$ cat src/sv/itra_pkg.sv
// Package for the integer to radix ASCII converter.
// Holds the transaction types, character constants and the digit encoder.
// Used by the top level, itra_front and itra_back.
`default_nettype none
package itra_pkg;

  localparam int ValueWidth = 64;
  localparam int CmdDepth   = 2;
  localparam int ResDepth   = 2;

  localparam logic [5:0] RadixMin = 6'd2;
  localparam logic [5:0] RadixMax = 6'd36;
  localparam logic [5:0] RadixDec = 6'd10;

  localparam logic [7:0] CharZero  = 8'h30;
  localparam logic [7:0] CharAlpha = 8'h61;
  localparam logic [7:0] CharMinus = 8'h2d;

  typedef struct packed {
    logic [63:0] value_bits;
    logic        is_signed;
    logic [5:0]  radix;
  } in_t;

  typedef struct packed {
    logic [7:0] char_code;
    logic       last_char;
    logic       bad_radix;
  } out_t;

  typedef struct packed {
    logic       bad;
    logic       neg_dec;
    logic [5:0] radix;
  } cmd_ctl_t;

  function automatic logic [7:0] digit_char(input logic [5:0] d);
    logic [7:0] d8;
    begin
      d8 = {2'b00, d};
      if (d < RadixDec) begin
        digit_char = CharZero + d8;
      end else begin
        digit_char = CharAlpha + d8 - {2'b00, RadixDec};
      end
    end
  endfunction

endpackage
`default_nettype wire

$ cat src/sv/integer_to_radix_ascii_core.sv
// Top level of the integer to radix ASCII converter.
// Depends on itra_pkg, itra_front, itra_queue, itra_back (itra_ram).
//
// Converts a VALUE_WIDTH-bit number, signed or unsigned, to lower-case ASCII
// digits in a radix from 2 to 36, most significant digit first, one character
// per result transaction with last_char on the final one. Signed negative
// decimal values get a leading '-'; other radices give the magnitude. A radix
// outside 2..36 yields a single result with bad_radix set and char_code 0.
// Each digit comes from the one-bit-per-cycle restoring divider, and each
// character is then read back from the digit stack RAM and emitted. A
// two-entry command queue and a two-entry result queue let input and output
// stall independently.
`default_nettype none
module integer_to_radix_ascii_core #(
  parameter int VALUE_WIDTH = itra_pkg::ValueWidth
) (
  input  wire logic           clk,
  input  wire logic           rst,
  input  wire logic           push,
  output logic                full,
  input  wire itra_pkg::in_t  operand,
  input  wire logic           pop,
  output logic                empty,
  output itra_pkg::out_t      result
);

  localparam int CW = VALUE_WIDTH + $bits(itra_pkg::cmd_ctl_t);
  localparam int RW = $bits(itra_pkg::out_t);

  itra_pkg::cmd_ctl_t     fe_ctl;
  logic [VALUE_WIDTH-1:0] fe_mag;
  logic [CW-1:0]          cq_rdata;
  logic                   cq_empty;
  logic                   cq_pop;
  itra_pkg::cmd_ctl_t     be_ctl;
  logic [VALUE_WIDTH-1:0] be_mag;
  logic                   res_push;
  itra_pkg::out_t         res;
  logic                   res_full;
  logic [RW-1:0]          rq_rdata;

  itra_front #(.VALUE_WIDTH(VALUE_WIDTH)) u_front (
    .operand(operand),
    .ctl    (fe_ctl),
    .mag    (fe_mag)
  );

  itra_queue #(.WIDTH(CW), .DEPTH(itra_pkg::CmdDepth)) u_cmd_q (
    .clk  (clk),
    .rst  (rst),
    .push (push),
    .wdata({fe_ctl, fe_mag}),
    .full (full),
    .pop  (cq_pop),
    .rdata(cq_rdata),
    .empty(cq_empty)
  );

  assign be_ctl = cq_rdata[CW-1:VALUE_WIDTH];
  assign be_mag = cq_rdata[VALUE_WIDTH-1:0];

  itra_back #(.VALUE_WIDTH(VALUE_WIDTH)) u_back (
    .clk      (clk),
    .rst      (rst),
    .cmd_valid(!cq_empty),
    .cmd_ctl  (be_ctl),
    .cmd_mag  (be_mag),
    .cmd_pop  (cq_pop),
    .res_push (res_push),
    .res      (res),
    .res_full (res_full)
  );

  itra_queue #(.WIDTH(RW), .DEPTH(itra_pkg::ResDepth)) u_res_q (
    .clk  (clk),
    .rst  (rst),
    .push (res_push),
    .wdata(res),
    .full (res_full),
    .pop  (pop),
    .rdata(rq_rdata),
    .empty(empty)
  );

  assign result = rq_rdata;

endmodule
`default_nettype wire

$ cat src/sv/itra_ram.sv
// Generic single-write, single-read RAM with registered read data.
// No dependencies.
`default_nettype none
module itra_ram #(
  parameter int WIDTH = 8,
  parameter int DEPTH = 64
) (
  input  wire logic                     clk,
  input  wire logic                     we,
  input  wire logic [$clog2(DEPTH)-1:0] waddr,
  input  wire logic [WIDTH-1:0]         wdata,
  input  wire logic [$clog2(DEPTH)-1:0] raddr,
  output logic      [WIDTH-1:0]         rdata
);

  logic [WIDTH-1:0] mem [DEPTH];

  always_ff @(posedge clk) begin
    if (we) begin
      mem[waddr] <= wdata;
    end
    rdata <= mem[raddr];
  end

endmodule
`default_nettype wire

$ cat src/sv/itra_queue.sv
// Small first-in first-out queue of flat words.
// No dependencies.
`default_nettype none
module itra_queue #(
  parameter int WIDTH = 8,
  parameter int DEPTH = 2
) (
  input  wire logic             clk,
  input  wire logic             rst,
  input  wire logic             push,
  input  wire logic [WIDTH-1:0] wdata,
  output logic                  full,
  input  wire logic             pop,
  output logic      [WIDTH-1:0] rdata,
  output logic                  empty
);

  localparam int PW = (DEPTH > 1) ? $clog2(DEPTH) : 1;
  localparam int CW = $clog2(DEPTH + 1);

  logic [WIDTH-1:0] slots [DEPTH];
  logic [PW-1:0]    wr_ptr;
  logic [PW-1:0]    rd_ptr;
  logic [CW-1:0]    count;
  logic             do_push;
  logic             do_pop;

  assign full    = (count == CW'(DEPTH));
  assign empty   = (count == '0);
  assign do_push = push && !full;
  assign do_pop  = pop && !empty;
  assign rdata   = slots[rd_ptr];

  always_ff @(posedge clk) begin
    if (rst) begin
      wr_ptr <= '0;
      rd_ptr <= '0;
      count  <= '0;
    end else begin
      if (do_push) begin
        wr_ptr <= (wr_ptr == PW'(DEPTH - 1)) ? '0 : wr_ptr + 1'b1;
      end
      if (do_pop) begin
        rd_ptr <= (rd_ptr == PW'(DEPTH - 1)) ? '0 : rd_ptr + 1'b1;
      end
      if (do_push && !do_pop) begin
        count <= count + 1'b1;
      end else if (do_pop && !do_push) begin
        count <= count - 1'b1;
      end
    end
  end

  always_ff @(posedge clk) begin
    if (do_push) begin
      slots[wr_ptr] <= wdata;
    end
  end

endmodule
`default_nettype wire

$ cat src/sv/itra_front.sv
// Front end: classifies an incoming number (radix check, sign, magnitude).
// Depends on itra_pkg.
`default_nettype none
module itra_front #(
  parameter int VALUE_WIDTH = itra_pkg::ValueWidth
) (
  input  wire itra_pkg::in_t       operand,
  output itra_pkg::cmd_ctl_t       ctl,
  output logic [VALUE_WIDTH-1:0]   mag
);

  logic [VALUE_WIDTH-1:0] v;
  logic                   neg;

  assign v   = operand.value_bits[VALUE_WIDTH-1:0];
  assign neg = operand.is_signed && v[VALUE_WIDTH-1];
  assign mag = neg ? (~v + 1'b1) : v;

  always_comb begin
    ctl.bad     = (operand.radix < itra_pkg::RadixMin) || (operand.radix > itra_pkg::RadixMax);
    ctl.neg_dec = neg && (operand.radix == itra_pkg::RadixDec);
    ctl.radix   = operand.radix;
  end

endmodule
`default_nettype wire

$ cat src/sv/itra_back.sv
// Back end: serial restoring divider producing digits into a stack RAM,
// then emission most significant first. Depends on itra_pkg, itra_ram.
`default_nettype none
module itra_back #(
  parameter int VALUE_WIDTH = itra_pkg::ValueWidth
) (
  input  wire logic                    clk,
  input  wire logic                    rst,
  input  wire logic                    cmd_valid,
  input  wire itra_pkg::cmd_ctl_t      cmd_ctl,
  input  wire logic [VALUE_WIDTH-1:0]  cmd_mag,
  output logic                         cmd_pop,
  output logic                         res_push,
  output itra_pkg::out_t               res,
  input  wire logic                    res_full
);

  localparam int AW = $clog2(VALUE_WIDTH);

  localparam logic [2:0] S_IDLE    = 3'd0;
  localparam logic [2:0] S_DIV     = 3'd1;
  localparam logic [2:0] S_SIGN    = 3'd2;
  localparam logic [2:0] S_EMIT_RD = 3'd3;
  localparam logic [2:0] S_EMIT_WR = 3'd4;
  localparam logic [2:0] S_BAD     = 3'd5;

  logic [2:0]             state;
  logic [VALUE_WIDTH-1:0] dvd;
  logic [5:0]             rem;
  logic [5:0]             radix;
  logic                   neg_dec;
  logic [AW-1:0]          bitcnt;
  logic [AW-1:0]          cnt;
  logic [AW-1:0]          idx;

  logic [6:0]             rem_sh;
  logic                   ge;
  logic [6:0]             rem_sub;
  logic [5:0]             rem_next;
  logic [VALUE_WIDTH-1:0] dvd_next;
  logic                   last_bit;
  logic                   ram_we;
  logic [5:0]             ram_rdata;

  assign rem_sh   = {rem, dvd[VALUE_WIDTH-1]};
  assign ge       = rem_sh >= {1'b0, radix};
  assign rem_sub  = rem_sh - {1'b0, radix};
  assign rem_next = ge ? rem_sub[5:0] : rem_sh[5:0];
  assign dvd_next = {dvd[VALUE_WIDTH-2:0], ge};
  assign last_bit = (bitcnt == AW'(VALUE_WIDTH - 1));
  assign ram_we   = (state == S_DIV) && last_bit;
  assign cmd_pop  = (state == S_IDLE) && cmd_valid;

  itra_ram #(
    .WIDTH(6),
    .DEPTH(VALUE_WIDTH)
  ) u_digits (
    .clk  (clk),
    .we   (ram_we),
    .waddr(cnt),
    .wdata(rem_next),
    .raddr(idx),
    .rdata(ram_rdata)
  );

  always_comb begin
    res_push      = 1'b0;
    res.char_code = '0;
    res.last_char = 1'b0;
    res.bad_radix = 1'b0;
    unique case (state)
      S_BAD: begin
        res_push      = !res_full;
        res.last_char = 1'b1;
        res.bad_radix = 1'b1;
      end
      S_SIGN: begin
        res_push      = !res_full;
        res.char_code = itra_pkg::CharMinus;
      end
      S_EMIT_WR: begin
        res_push      = !res_full;
        res.char_code = itra_pkg::digit_char(ram_rdata);
        res.last_char = (idx == '0);
      end
      default: begin
      end
    endcase
  end

  always_ff @(posedge clk) begin
    if (rst) begin
      state <= S_IDLE;
    end else begin
      unique case (state)
        S_IDLE: begin
          if (cmd_valid) begin
            state <= cmd_ctl.bad ? S_BAD : S_DIV;
          end
        end
        S_DIV: begin
          if (last_bit && (dvd_next == '0)) begin
            state <= neg_dec ? S_SIGN : S_EMIT_RD;
          end
        end
        S_SIGN: begin
          if (!res_full) begin
            state <= S_EMIT_RD;
          end
        end
        S_EMIT_RD: begin
          state <= S_EMIT_WR;
        end
        S_EMIT_WR: begin
          if (!res_full) begin
            state <= (idx == '0) ? S_IDLE : S_EMIT_RD;
          end
        end
        S_BAD: begin
          if (!res_full) begin
            state <= S_IDLE;
          end
        end
        default: begin
          state <= S_IDLE;
        end
      endcase
    end
  end

  always_ff @(posedge clk) begin
    if (state == S_IDLE && cmd_valid) begin
      dvd     <= cmd_mag;
      rem     <= '0;
      radix   <= cmd_ctl.radix;
      neg_dec <= cmd_ctl.neg_dec;
      bitcnt  <= '0;
      cnt     <= '0;
    end else if (state == S_DIV) begin
      dvd <= dvd_next;
      if (last_bit) begin
        rem    <= '0;
        bitcnt <= '0;
        cnt    <= cnt + 1'b1;
        idx    <= cnt;
      end else begin
        rem    <= rem_next;
        bitcnt <= bitcnt + 1'b1;
      end
    end else if (state == S_EMIT_WR && !res_full && idx != '0) begin
      idx <= idx - 1'b1;
    end
  end

endmodule
`default_nettype wire
$ cat config.mk
export PLATFORM = sky130hd
export DESIGN_NAME = integer_to_radix_ascii_core
export DESIGN_NICKNAME = d
export VERILOG_FILES = /design/src/sv/itra_pkg.sv /design/src/sv/integer_to_radix_ascii_core.sv /design/src/sv/itra_ram.sv /design/src/sv/itra_queue.sv /design/src/sv/itra_front.sv /design/src/sv/itra_back.sv
export SDC_FILE = /design/constraint.sdc
export NUM_CORES = 1
export LEC_CHECK = 0
export BUFFER_PORTS_ARGS = -buffer_cell sky130_fd_sc_hd__buf_2
export CORE_ASPECT_RATIO = 0.6
export CORE_MARGIN = 1.5
export CORE_UTILIZATION = 63
export CTS_CLUSTER_SIZE = 20
export DETAILED_ROUTE_END_ITERATION = 8
export PLACE_DENSITY_LB_ADDON = 0.2
export SLEW_MARGIN = 20
export SYNTH_ARGS = -nofsm -noshare
export SYNTH_HDL_FRONTEND = slang
export SYNTH_HIERARCHICAL = 1
export SYNTH_SLANG_ARGS = --single-unit
$ cat constraint.sdc
create_clock -name clk -period 9.49 [get_ports clk]
set_clock_uncertainty 0.05 [all_clocks]
set_input_delay 0.949 -clock clk [delete_from_list [all_inputs] [get_ports clk]]
set_output_delay 0.949 -clock clk [all_outputs]
set_load 0.005 [all_outputs]
Word-level counts from Yosys, hierarchy flattened:

Memory sizes are Yosys's and may differ from the RTL's. A register that Yosys moved wholly into a read port is not among the register bits.
Index checks and enable logic that the tools add are counted.

* order comparisons: 4
* add/sub/neg operators: 16
* bitwise gates (word level): 2
* muxes and demuxes: 41
* reduce and logical (&&, ||, !) cells: 38
* equal/unequal tests: 15

Operator list (count)
* two-way mux 64 bit: 3
* adder 64 x 1 -> 64 bit, second input constant: 1
* zero test 64 bit: 1
* NOT 64 bit: 1
* two-way mux 6 bit: 6
* two-way mux 3 bit: 6
* one-hot mux 3 bit (6 select lines): 1
* two-way mux 1 bit: 17
* one-hot mux 8 bit (2 select lines): 1
* logical AND 1 bit: 15
* adder 6 x 1 -> 6 bit, second input constant: 2
* two-way mux 2 bit: 5
* adder 7 x 6 -> 8 bit, first input constant: 1
* zero test 1 bit: 8
* two-way mux 8 bit: 1
* inequality test 2 bit, second input constant: 4
* nonzero test 2 bit: 4
* subtractor 8 x 4 -> 8 bit, second input constant: 1
* adder 6 x 6 -> 7 bit, first input constant: 1
* greater-or-equal comparator 7 x 6 -> 1 bit: 1
* == test 3 x 2 -> 1 bit, second input constant: 2
* == test 3 bit, second input constant: 2
* == test 6 x 4 -> 1 bit, second input constant: 1
* == test 6 bit, second input constant: 1
* 22 further kinds: 30

* bits in registers: 106
* output and inout bits: 12
* input port bits: 75
* memories: 3
* memory bits (writable): 548

Memories
* u_back.u_digits.mem: depth 64, bits a word 6, read ports 1, clocked after Yosys merged registers in 1, wr ports 1, line itra_ram.sv:16 `logic [WIDTH-1:0] mem [DEPTH];`
* u_cmd_q.slots: depth 2, bits a word 72, read ports 1, clocked after Yosys merged registers in 1, wr ports 1, line itra_queue.sv:21 `logic [WIDTH-1:0] slots [DEPTH];`
* u_res_q.slots: depth 2, bits a word 10, read ports 1, clocked after Yosys merged registers in 1, wr ports 1, line itra_queue.sv:21

Logic depth before layout (Yosys ltp):

Gate-level depths: netlist of the first run.

* depth in word-level cells: 8
* mapped depth: 12
* gate-level depth less buffers: 9

Hierarchy:

Netlist of the first run, hierarchy kept.

By module, submodules not included
* itra_ram: times used 1, area an instance 15225.9 sq um, cells each 720
* itra_queue at u_cmd_q: times used 1, area an instance 5402.7 sq um, cells each 249
* itra_back: times used 1, area an instance 4857.2 sq um, cells each 389
* itra_front: times used 1, area an instance 1636.6 sq um, cells each 235
* itra_queue at u_res_q: times used 1, area an instance 935.9 sq um, cells each 56
* integer_to_radix_ascii_core: times used 1, area an instance 3.8 sq um, cells each 1

Worst setup path after synthesis of the first run:

Ideal clock, no wire load.

* path type: reg2reg
* from: register u_back.radix[4]
* to: memory u_back.u_digits.mem[0][0], data pin
* stages on the path, launching flop included: 7
* path slack: 5.800 ns
* data arrival time: 3.085 ns
* path buffers: 0
* setup time: 0.556 ns
* cell sequence: edfxtp_1 > inv_1 > ha_1 > a21o_1 > a211oi_2 > o21ai_2 > a21oi_1

* longest elaborated chain between the ends: 2

RTL lines
* from (decl): line itra_back.sv:30 `logic [5:0] radix;`
* from (signal assigned): line itra_back.sv:135 `radix <= cmd_ctl.radix;`
* greater-or-equal comparator 7 x 6 -> 1 bit: line itra_back.sv:46 `assign ge = rem_sh >= {1'b0, radix};`
* two-way mux 6 bit: line itra_back.sv:48 `assign rem_next = ge ? rem_sub[5:0] : rem_sh[5:0];`
* net u_back.rem_next[0]: line itra_back.sv:39 `logic [5:0] rem_next;`
* to (decl): line itra_ram.sv:16

The timed path passes the listed nets, and every way through them passes these cells.

Worst setup path after layout of the first run:

* from: register u_back.state[0]
* to: register u_back.dvd[14] (enable)

* longest elaborated chain between the ends: 3

RTL lines
* from (decl): line itra_back.sv:27 `logic [2:0] state;`
* from (signal assigned): line itra_back.sv:98 `state <= cmd_ctl.bad ? S_BAD : S_DIV;`
* from (signal assigned): line itra_back.sv:103 `state <= neg_dec ? S_SIGN : S_EMIT_RD;`
* from (signal assigned): line itra_back.sv:116 `state <= (idx == '0) ? S_IDLE : S_EMIT_RD;`
* zero test 3 bit
* logical AND 1 bit
* net cq_pop: line integer_to_radix_ascii_core.sv:34 `logic cq_pop;`
* nonzero test 2 bit (no source line)
* to (signal assigned): line itra_back.sv:133 `dvd <= cmd_mag;`
* to (signal assigned): line itra_back.sv:140 `dvd <= dvd_next;`
* to (decl): line itra_back.sv:28 `logic [VALUE_WIDTH-1:0] dvd;`

The timed path passes the listed nets, and every way through them passes these cells.
A chain may end at the register's enable or synchronous reset.

==> results of run 1 <==
[routing by layer]
| metal | up-vias | track usage, % | share of wire [%] |
|---|---|---|---|
| li1 | 6698 | - | - |
| met5 | - | 0 | 0 |
| met2 | 778 | 36.3 | 42 |
| met3 | 80 | 8.62 | 12 |
| met4 | 0 | 5.37 | 1.6 |
| met1 | 7853 | 44.2 | 45 |
[per-stage QoR]
stage / instance area [sq um] / hold slack (ns) / setup WS (ns) / power [mW] / util [%]
after floorplan: 28100 / 0.395 / 5.80 / 6.06 / -
after global placement: 28900 / 0.415 / 5.85 / 6.78 / 66.3
final: 30800 / 0.445 / 5.72 / 9.13 / 70.5
after CTS: 30700 / 0.433 / 5.78 / 9.16 / 70.4
after detailed placement: 28900 / 0.424 / 5.80 / 6.87 / 66.3
after global routing: 30800 / 0.465 / 5.53 / 9.52 / 70.5
[layout make-up]
class / count / area [sq um] / area share, %
clock buffers: 68 / 1450 / 4.70
clock inverters: 35 / 373 / 1.21
inverters: 28 / 105 / 0.342
multi-input cells: 882 / 8030 / 26.1
flip-flops and latches: 662 / 19500 / 63.4
well taps: 579 / 724 / 2.35
repair buffers: 102 / 576 / 1.87
[registers in the layout, indices dropped and copies added (netlist names), 2 cells and up, named ones only]
register,count
u_back/radix,6
u_cmd_q/slots,144
u_back/u_digits/rdata,6
u_back/idx,6
u_back/state,3
u_back/u_digits/mem,384
u_back/dvd,64
u_res_q/slots,20
u_cmd_q/count,2
u_res_q/count,2
u_back/cnt,6
u_back/bitcnt,6
u_back/rem,6
[critical path: stages (launching register included)]
cell,delay (ns)
dfxtp_1,0.43
nor2_1,0.23
nand2_1,0.12
nor2_4,0.69
buf_4,0.70
nor2_1,0.28
inv_2,0.10
buf_4,0.65
[cell usage in the layout (no fill, tap or decap), types with 35 or more instances in the layout]
| cell type | n |
|---|---|
| buf_2 | 86 |
| edfxtp_1 | 625 |
| a21oi_1 | 43 |
| nor2_1 | 133 |
| xnor2_1 | 35 |
| nand2_1 | 40 |
| dfxtp_1 | 36 |
| xor2_1 | 51 |
| clkbuf_16 | 55 |
| mux4_2 | 87 |
| mux2_2 | 158 |
[worst max-delay path by stage]
stage	startpoint	endpoint	slack, ns
floorplan	u_back/radix[4]$_DFFE_PP_	u_back/u_digits/mem[0][0]$_DFFE_PP_	5.80
global placement	u_back/state[0]$_SDFFE_PP0P_	u_back/dvd[9]$_DFFE_PP_	5.85
detailed placement	u_back/state[0]$_SDFFE_PP0P_	u_back/dvd[15]$_DFFE_PP_	5.80
CTS	u_back/state[0]$_SDFFE_PP0P_	u_back/dvd[14]$_DFFE_PP_	5.78
global route	u_back/state[0]$_SDFFE_PP0P_	u_back/dvd[14]$_DFFE_PP_	5.53
finish	u_back/state[0]$_SDFFE_PP0P_	u_back/dvd[14]$_DFFE_PP_	5.72
[kinds of logic (layout without fill, tap and decap cells)]
family	after synthesis	after routing	synth area share, %
fa+ha+maj	17	17	0.785
simple gates	337	337	6.28
xor+xnor	86	86	2.68
flops	662	662	69.5
buf+inv	106	233	2.06
mux	268	268	14.5
compound gates	174	174	4.17
[power groups by stage]
stage / clock (mW) / sequential (mW) / combinational [mW]
6_report: 2.29 / 4.49 / 2.35
5_1_grt: 2.44 / 4.53 / 2.55
4_1_cts: 2.32 / 4.49 / 2.35
3_5_place_dp: 0 / 4.54 / 2.33
2_1_floorplan: 0 / 4.41 / 1.65
3_3_place_gp: 0 / 4.53 / 2.25
==> impl_summary.log, run 1 <==
INFO  metric route.detailed.wl_per_inst = 26.0 um
INFO  metric timing.final.crit_period = 3.77 ns
INFO  metric yosysUniqueCellTypes = 78
INFO  metric fin_setup_tns = 0 ns
INFO  metric total_wirelength_of_the_detailed_routed_design = 61200 um
INFO  metric number_of_cells_produced_by_synthesis = 1650
INFO  metric post_synth_instance_area = 0.0281 sq mm
INFO  metric ws_path_type = flop to flop
INFO  metric endpoint_kind = flop
INFO  metric tightest_slew = 1.16 ns
INFO  metric n_antenna_cell = 0
INFO  metric placement_rows = 59
INFO  metric layout_worst_path_cycle_share = 39.7%
INFO  metric post_cts.repair.setup_buffers = 0
INFO  metric port_buffers = 86
INFO  metric timing.rr.end = u_back/dvd[14]$_DFFE_PP_
INFO  metric finalHoldViolations = 0
INFO  metric drt_iter0_markers = 1932
INFO  metric status = complete, no violations
INFO  metric hold_class = flop to flop
INFO  metric synth.largest_area_cell = edfxtp_1
INFO  metric power.switching = 2.78 mW
INFO  metric powerDensity = 297 mW/mm^2
INFO  metric clk_root_buffer_cell = clkbuf_16
INFO  metric cts_sinks = 662
INFO  metric post_placement_cell_count = 2252
INFO  metric syn_to_final_growth = 9.64%
INFO  metric cts_inserted_buffers = 55
INFO  metric vias_per_cell = 6.54
INFO  metric rsz0062_at_grt = false
INFO  metric design.core.area = 0.0436 sq mm
INFO  metric route.antenna.remaining_nets = 0
INFO  metric ys_seq_elements = 662
INFO  metric tritoncts = built
INFO  metric maxSlewViolCount = 0
INFO  metric global_route_wire_length_before_repair = 92500 um
INFO  metric start_kind = flop
INFO  metric pwr-share-seq = 49.2%
INFO  metric timing.reg2reg.worst_path_depth = 7
INFO  metric leakagePower = 10.0 nW
INFO  metric die_w = 275 um
INFO  metric post_cts_resized = 0
INFO  metric post_synth_most_frequent_cells = edfxtp_1 (625), mux2_2 (159), nor2_1 (135)
INFO  metric cts_max_path_buffers = 3
INFO  metric min_delay_worst_endpoint = u_back/rem[5]$_SDFFE_PP0P_
INFO  metric drive_gt1_share = 26.3%
INFO  metric yosys.area.top_type_share = 66.9%
INFO  metric maxCapViolCount = 0
INFO  metric clock_insertion_delay_worst_skew = 0.60 ns
INFO  metric worst-endpoint-required = 9.65 ns
INFO  metric post-route-drc-count = 0
INFO  metric path_max_fanout = 64
INFO  metric post_layout_nonfiller_instances = 2356
INFO  metric first_global_vias = 15000
INFO  metric ff2ff_setup_slack = 5.72 ns
INFO  metric combinational_share_of_power = 25.8%
INFO  metric synth.area.top_cells = edfxtp_1 (67%), mux4_2 (7.0%), mux2_2 (6.4%)
INFO  metric synth_flop_cell = edfxtp_1
INFO  metric p_sw_share = 30.4%
INFO  metric power.share.clock = 25.1%
INFO  metric r2r-start = u_back/state[0]$_SDFFE_PP0P_
INFO  metric cts-htree-levels = 2
INFO  metric grt-ovfl-total = 0
INFO  metric max_slew_margin = 21.8%
INFO  metric drtPass1Iterations = 5
INFO  metric post-dp-hpwl = 39400 um
INFO  metric top_level_ports = 87
INFO  metric cts.clk_slew.worst_paths = 0.06 ns
INFO  metric start_util = 64.3%
INFO  metric die_area = 0.0459 sq mm
INFO  metric timing.hold.worst.start = u_back/rem[5]$_SDFFE_PP0P_
INFO  metric synth-warning-count = 6
INFO  metric mappedNetlistNets = 1742
INFO  metric maximum_number_of_pins_on_one_net_before_global_route_repair = 103
INFO  metric initial_antenna_violation_count = 0
INFO  metric report.final.setup_viol = 0
INFO  metric routabilityCongestion = 0.894
INFO  metric synthMostInstantiatedCell = edfxtp_1
INFO  metric dr_total_vias = 15400
INFO  metric post_synth_arst_share = 0%
INFO  metric die_y = 166 um
INFO  metric worst_ep_arrival_time = 3.93 ns
INFO  metric hold_buffers = 0
INFO  metric synthesis.area_per_instance = 17.0 sq um
INFO  metric number_of_enable_type_register_cells_in_the_synthesized_netlist = 625
INFO  metric n_fill_cell = 2714
INFO  metric ir_drop = 318 uV
INFO  metric globalRouteTotalUtil = 27.2%
INFO  metric synth.yosys.seq_area_share = 69.5%
INFO  metric design.final.nets = 1823
INFO  metric internal_power = 6.36 mW
INFO  metric fmax = 265 MHz
INFO  metric hold_depth = 2
Power figures use the tool's default switching activity.
==> run 2: changes to the inputs <==
--- a/config.mk
+++ b/config.mk
@@ -8,7 +8,7 @@
 export BUFFER_PORTS_ARGS = -buffer_cell sky130_fd_sc_hd__buf_2
 export CORE_ASPECT_RATIO = 0.6
 export CORE_MARGIN = 1.5
-export CORE_UTILIZATION = 63
+export CORE_UTILIZATION = 62
 export CTS_CLUSTER_SIZE = 20
 export DETAILED_ROUTE_END_ITERATION = 8
 export PLACE_DENSITY_LB_ADDON = 0.2
==> constraint.sdc (replaced) <==
create_clock -name clk -period 3.7 [get_ports clk]
set_clock_uncertainty 0.05 [all_clocks]
set_input_delay 0.37 -clock clk [delete_from_list [all_inputs] [get_ports clk]]
set_output_delay 0.37 -clock clk [all_outputs]
set_load 0.005 [all_outputs]
==> run 2 against run 1 <==
  * Fmax increased by 18%
  * Sequential power increased to 2.5 times the previous value
  * Critical path depth decreased by 1
  * Routed wire length increased by 1.5%
  * Die area increased by 1.6%
  * Sequential share of layout area decreased by 0.87 points
  * Critical path type unchanged
==> impl_summary.log, run 2 (synthesized netlist as in run 1, its figures left out) <==
INFO  metric status = complete, no violations
INFO  metric tightest_slew = 1.20 ns
INFO  metric clk_root_buffer_cell = clkbuf_16
INFO  metric drive_gt1_share = 26.9%
INFO  metric largest_registers = u_back/u_digits/mem: 384 flops, u_cmd_q/slots: 144 flops, u_back/dvd: 64 flops
INFO  metric mostFrequentLayoutCells = edfxtp_1 (625), mux2_2 (159), nor2_1 (133), mux4_2 (87), buf_2 (86)
INFO  metric powerDensity = 771 mW/mm^2
INFO  metric path_max_fanout = 14
INFO  metric port_buffers = 86
INFO  metric registers.top_by_ff_count = u_back/u_digits/mem
INFO  metric endpoint_kind = flop
INFO  metric cts_sinks = 662
INFO  metric total_wirelength_of_the_detailed_routed_design = 62100 um
INFO  metric clock_insertion_delay_worst_skew = 0.61 ns
INFO  metric tritoncts = built
INFO  metric place_ws = 0.635 ns
INFO  metric drtPass1Iterations = 5
INFO  metric max_slew_margin = 19.9%
INFO  metric placement_rows = 60
INFO  metric ir_drop = 745 uV
INFO  metric finalHoldViolations = 0
INFO  metric dr_total_vias = 15500
INFO  metric drt_iter0_markers = 1797
INFO  metric die_w = 278 um
INFO  metric first_global_vias = 15200
INFO  metric setup_slack = 0.492 ns
INFO  metric top_level_ports = 87
INFO  metric post_cts_resized = 0
INFO  metric start_util = 62.7%
INFO  metric route.detailed.wl_per_inst = 25.9 um
INFO  metric syn_to_final_growth = 11.1%
INFO  metric cts.clk_slew.worst_paths = 0.07 ns
INFO  metric timing.reg2reg.worst_path_depth = 6
INFO  metric routabilityCongestion = 0.949
INFO  metric report.final.setup_viol = 0
INFO  metric post-dp-hpwl = 40300 um
INFO  metric leakagePower = 10.3 nW
INFO  metric maxCapViolCount = 0
INFO  metric vias_per_cell = 6.47
INFO  metric maximum_number_of_pins_on_one_net_before_global_route_repair = 89
INFO  metric worst_ep_arrival_time = 3.41 ns
INFO  metric largest_reg_flops = 384
INFO  metric ws_path_type = flop to flop
INFO  metric cts_max_path_buffers = 3
INFO  metric globalRouteTotalUtil = 27.0%
INFO  metric fmax = 312 MHz
INFO  metric layout_worst_path_cycle_share = 86.7%
INFO  metric global_route_wire_length_before_repair = 94000 um
INFO  metric design.core.area = 0.0447 sq mm
INFO  metric timing.final.crit_period = 3.21 ns
INFO  metric initial_antenna_violation_count = 1
INFO  metric worst-endpoint-required = 3.90 ns
INFO  metric fin_setup_tns = 0 ns
INFO  metric cts-htree-levels = 2
INFO  metric maxSlewViolCount = 0
INFO  metric design.final.nets = 1849
INFO  metric n_antenna_cell = 0
INFO  metric die_y = 168 um
INFO  metric layout_commonest_cell = edfxtp_1
INFO  metric grt-ovfl-total = 0
INFO  metric post-route-drc-count = 0
INFO  metric route.antenna.remaining_nets = 0
INFO  metric die_area = 0.0466 sq mm
INFO  metric hold_depth = 2
INFO  metric rsz0062_at_grt = false
INFO  metric cts_inserted_buffers = 58
INFO  metric start_kind = flop
INFO  metric hold_class = input port to flop
INFO  metric n_fill_cell = 2853
[run 2: changes by cell type in the layout (fill, tap and decap cells not counted), moves of 2 or more]
cell	before	now
buf_12	2	11
buf_4	14	21
nor3_2	5	3
bufinv_16	7	4
clkbuf_8	2	7
clkbuf_16	55	63
clkinv_1	12	3
clkinv_8	2	0
nor3_1	26	28
clkbuf_1	11	22
dlygate4sd3_1	0	7
clkinv_2	8	10
clkinvlp_4	6	1
[run 2: final cells by class]
type	count	area [sq um]	share of cell area (%)
Clock inverter	18	189	0.606
Sequential cell	662	19500	62.6
Clock buffer	92	1760	5.63
Timing Repair Buffer	125	878	2.82
Tap cell	589	737	2.36
Multi-Input combinational cell	882	8020	25.7
Inverter	28	105	0.337
[run 2: critical path: stages (launching register included)]
cell and delay [ns]:
dfxtp_1 0.52, nand2b_1 0.16, or2_1 0.33, nor2_4 0.33
nor2b_1 0.32, nand3_1 0.50, nor2_1 0.65
[run 2: final timing paths]
path	startpoint	end	slack, ns
max	u_back/state[0]$_SDFFE_PP0P_	u_back/u_digits/mem[46][0]$_DFFE_PP_	0.49
min	rst	u_res_q/rd_ptr$_SDFFE_PP0P_	0.08
max reg2reg	u_back/state[0]$_SDFFE_PP0P_	u_back/u_digits/mem[46][0]$_DFFE_PP_	0.49
min reg2reg	u_back/rem[5]$_SDFFE_PP0P_	u_back/rem[5]$_SDFFE_PP0P_	0.45
[run 2: where the power goes]
| group | internal (mW) | leakage, nW | switching, mW | total (mW) |
|---|---|---|---|---|
| clock | 3.53 | 0.953 | 2.61 | 6.13 |
| combinational | 2.45 | 3.26 | 4.11 | 6.55 |
| sequential | 10.8 | 6.05 | 0.561 | 11.4 |
| total | 16.8 | 10.3 | 7.28 | 24.0 |
[run 2: repair_timing]
action | 4_1_cts | 5_1_grt
hold endpoints to repair | 14 | 0
setup buffers | 0 | 0
hold buffers | 7 | 0
[run 2: layer usage]
layer  wire length (um)  GRT usage, %
met5                 13             0
met4                557          4.16
met3               8320          9.17
met1              28300          44.7
met2              24900          35.0
[run 2: per-stage QoR]
step           hold slack, ns  area (sq um)  instances  util [%]  total power [mW]
2_1_floorplan           0.388         28100       1650         -              15.6
3_5_place_dp            0.429         29200       2279      65.2              18.0
3_3_place_gp            0.413         29200       2279      65.2              17.8
4_1_cts                0.0477         31200       2396      69.7              24.1
5_1_grt                0.0731         31200       2396      69.7              25.0
6_report               0.0756         31200       2396      69.7              24.0
==> run 3: changes to the inputs <==
--- a/config.mk
+++ b/config.mk
@@ -8,11 +8,12 @@
 export BUFFER_PORTS_ARGS = -buffer_cell sky130_fd_sc_hd__buf_2
 export CORE_ASPECT_RATIO = 0.6
 export CORE_MARGIN = 1.5
-export CORE_UTILIZATION = 62
+export CORE_UTILIZATION = 55
 export CTS_CLUSTER_SIZE = 20
 export DETAILED_ROUTE_END_ITERATION = 8
+export MAX_ROUTING_LAYER = met4
 export PLACE_DENSITY_LB_ADDON = 0.2
-export SLEW_MARGIN = 20
+export SLEW_MARGIN = 25
 export SYNTH_ARGS = -nofsm -noshare
 export SYNTH_HDL_FRONTEND = slang
 export SYNTH_HIERARCHICAL = 1
==> run 3 against run 2 <==
  * Routed wire length up 2.4%
  * Die area up 13%
  * Via count up 0.25%
  * Utilization down 6.6 points
  * Global-route usage down 1.6 points
  * Clock power up 4.7%
  * Non-clock buffer count up 9
  * Sequential power about the same
  * Total power up 1.1%
  * Critical path depth unchanged
  * Combinational power down 0.9%
==> impl_summary.log, run 3 (synthesized netlist as in run 1, its figures left out) <==
INFO  metric initial_antenna_violation_count = 1
INFO  metric largest_reg_flops = 384
INFO  metric ws_path_type = flop to flop
INFO  metric cts_sinks = 662
INFO  metric hold_class = input port to flop
INFO  metric registers.top_by_ff_count = u_back/u_digits/mem
INFO  metric largest_registers = u_back/u_digits/mem: 384 flops, u_cmd_q/slots: 144 flops, u_back/dvd: 64 flops
INFO  metric start_kind = flop
INFO  metric dr_total_vias = 15600
INFO  metric worst_ep_arrival_time = 3.53 ns
INFO  metric start_util = 56.2%
INFO  metric route.antenna.remaining_nets = 0
INFO  metric cts.clk_slew.worst_paths = 0.07 ns
INFO  metric post-route-drc-count = 0
INFO  metric powerDensity = 772 mW/mm^2
INFO  metric cts-htree-levels = 2
INFO  metric mostFrequentLayoutCells = edfxtp_1 (625), mux2_2 (159), nor2_1 (133), mux4_2 (87), buf_2 (86)
INFO  metric tritoncts = built
INFO  metric hold_buffers = 7
INFO  metric vias_per_cell = 6.23
INFO  metric maxSlewViolCount = 0
INFO  metric post_cts_resized = 0
INFO  metric clk_root_buffer_cell = clkbuf_16
INFO  metric maximum_number_of_pins_on_one_net_before_global_route_repair = 73
INFO  metric report.final.setup_viol = 0
INFO  metric finalHoldViolations = 0
INFO  metric fin_setup_tns = 0 ns
INFO  metric total_wirelength_of_the_detailed_routed_design = 63500 um
INFO  metric path_max_fanout = 14
INFO  metric worst-endpoint-required = 3.89 ns
INFO  metric tightest_slew = 0.973 ns
INFO  metric ir_drop = 678 uV
INFO  metric placement_rows = 63
INFO  metric die_w = 295 um
INFO  metric fmax = 300 MHz
INFO  metric status = complete, no violations
INFO  metric drive_gt1_share = 27.8%
INFO  metric max_slew_margin = 34.6%
INFO  metric routabilityCongestion = 0.950
INFO  metric multiInputGateArea = 0.00802 sq mm
INFO  metric endpoint_kind = flop
INFO  metric grt-ovfl-total = 0
INFO  metric die_y = 178 um
INFO  metric power.total = 24.3 mW
INFO  metric post-dp-hpwl = 42200 um
INFO  metric drtPass1Iterations = 6
INFO  metric first_global_vias = 14900
INFO  metric post_cts.repair.setup_buffers = 0
INFO  metric syn_to_final_growth = 12.2%
INFO  metric clock_insertion_delay_worst_skew = 0.61 ns
INFO  metric design.core.area = 0.0499 sq mm
INFO  metric area.sequential = 0.0195 sq mm
INFO  metric global_route_wire_length_before_repair = 94800 um
INFO  metric drt_iter0_markers = 1941
INFO  metric timing.final.crit_period = 3.34 ns
INFO  metric cts_max_path_buffers = 3
INFO  metric cts_inserted_buffers = 58
INFO  metric rsz0062_at_grt = false
INFO  metric design.final.nets = 1858
INFO  metric die_area = 0.0524 sq mm
INFO  metric maxCapViolCount = 0
INFO  metric route.detailed.wl_per_inst = 25.4 um
INFO  metric layout_commonest_cell = edfxtp_1
INFO  metric top_level_ports = 87
INFO  metric port_buffers = 86
INFO  metric layout_worst_path_cycle_share = 90.2%
INFO  metric globalRouteTotalUtil = 25.4%
INFO  metric leakagePower = 10.4 nW
INFO  metric n_fill_cell = 3548
## run 3: cell count changes in the layout (fill, tap and decap cells not counted), moves of 4 or more
cell	before	now
buf_4	21	29
clkinvlp_4	1	5
clkbuf_1	22	5
bufinv_16	4	10
clkinv_1	3	8
clkbuf_16	63	59
## run 3: layout make-up
| cell class | count | share of cell area (%) |
|---|---|---|
| multi-input cells | 882 | 25.4 |
| inverters | 28 | 0.334 |
| repair buffers | 134 | 3.07 |
| diodes | 1 | 0.00794 |
| clock inverters | 38 | 1.48 |
| well taps | 682 | 2.71 |
| clock buffers | 70 | 5.01 |
| flip-flops and latches | 662 | 61.9 |
## run 3: power by group
part / total, mW / leakage [nW] / internal [mW] / switching [mW]
combinational: 6.49 / 3.31 / 2.43 / 4.06
clock: 6.42 / 0.995 / 3.74 / 2.69
sequential: 11.4 / 6.06 / 10.8 / 0.591
total: 24.3 / 10.4 / 17.0 / 7.34
## run 3: final timing paths
kind                                              startpoint                                    to  slack, ns  cells past startpoint
worst min register to register   u_cmd_q/wr_ptr$_SDFFE_PP0P_           u_cmd_q/wr_ptr$_SDFFE_PP0P_       0.44                      2
worst max-delay path            u_back/state[0]$_SDFFE_PP0P_  u_back/u_digits/mem[46][4]$_DFFE_PP_       0.36                      6
worst max register to register  u_back/state[0]$_SDFFE_PP0P_  u_back/u_digits/mem[46][4]$_DFFE_PP_       0.36                      6
worst min-delay path                             operand[69]        u_cmd_q/slots[1][62]$_DFFE_PP_       0.07                      2
## run 3: through the flow
stage,cell area (sq um),instances,util (%),hold slack [ns],worst slack (ns)
2_1_floorplan,28100,1650,-,0.388,0.00953
3_3_place_gp,29300,2378,58.8,0.416,0.602
3_5_place_dp,29400,2380,58.8,0.432,0.467
4_1_cts,31500,2495,63.1,0.0507,0.466
5_1_grt,31500,2497,63.1,0.0693,0.167
6_report,31500,2497,63.1,0.0735,0.364
## run 3: worst max-delay path: stages, from the launching register on
cell	delay, ns
dfxtp_1	0.53
nand2b_1	0.14
or2_1	0.38
nor2_4	0.37
nor2b_1	0.29
nand3_1	0.51
nor2_1	0.71
## run 3: per-layer routing
| metal | vias up | GRT usage (%) | routed length, um |
|---|---|---|---|
| met1 | 7900 | 41.1 | 30400 |
| met4 | 0 | 4.10 | 823 |
| met5 | - | - | 0 |
| met3 | 77 | 7.28 | 7430 |
| met2 | 815 | 31.7 | 24800 |
| li1 | 6761 | - | - |
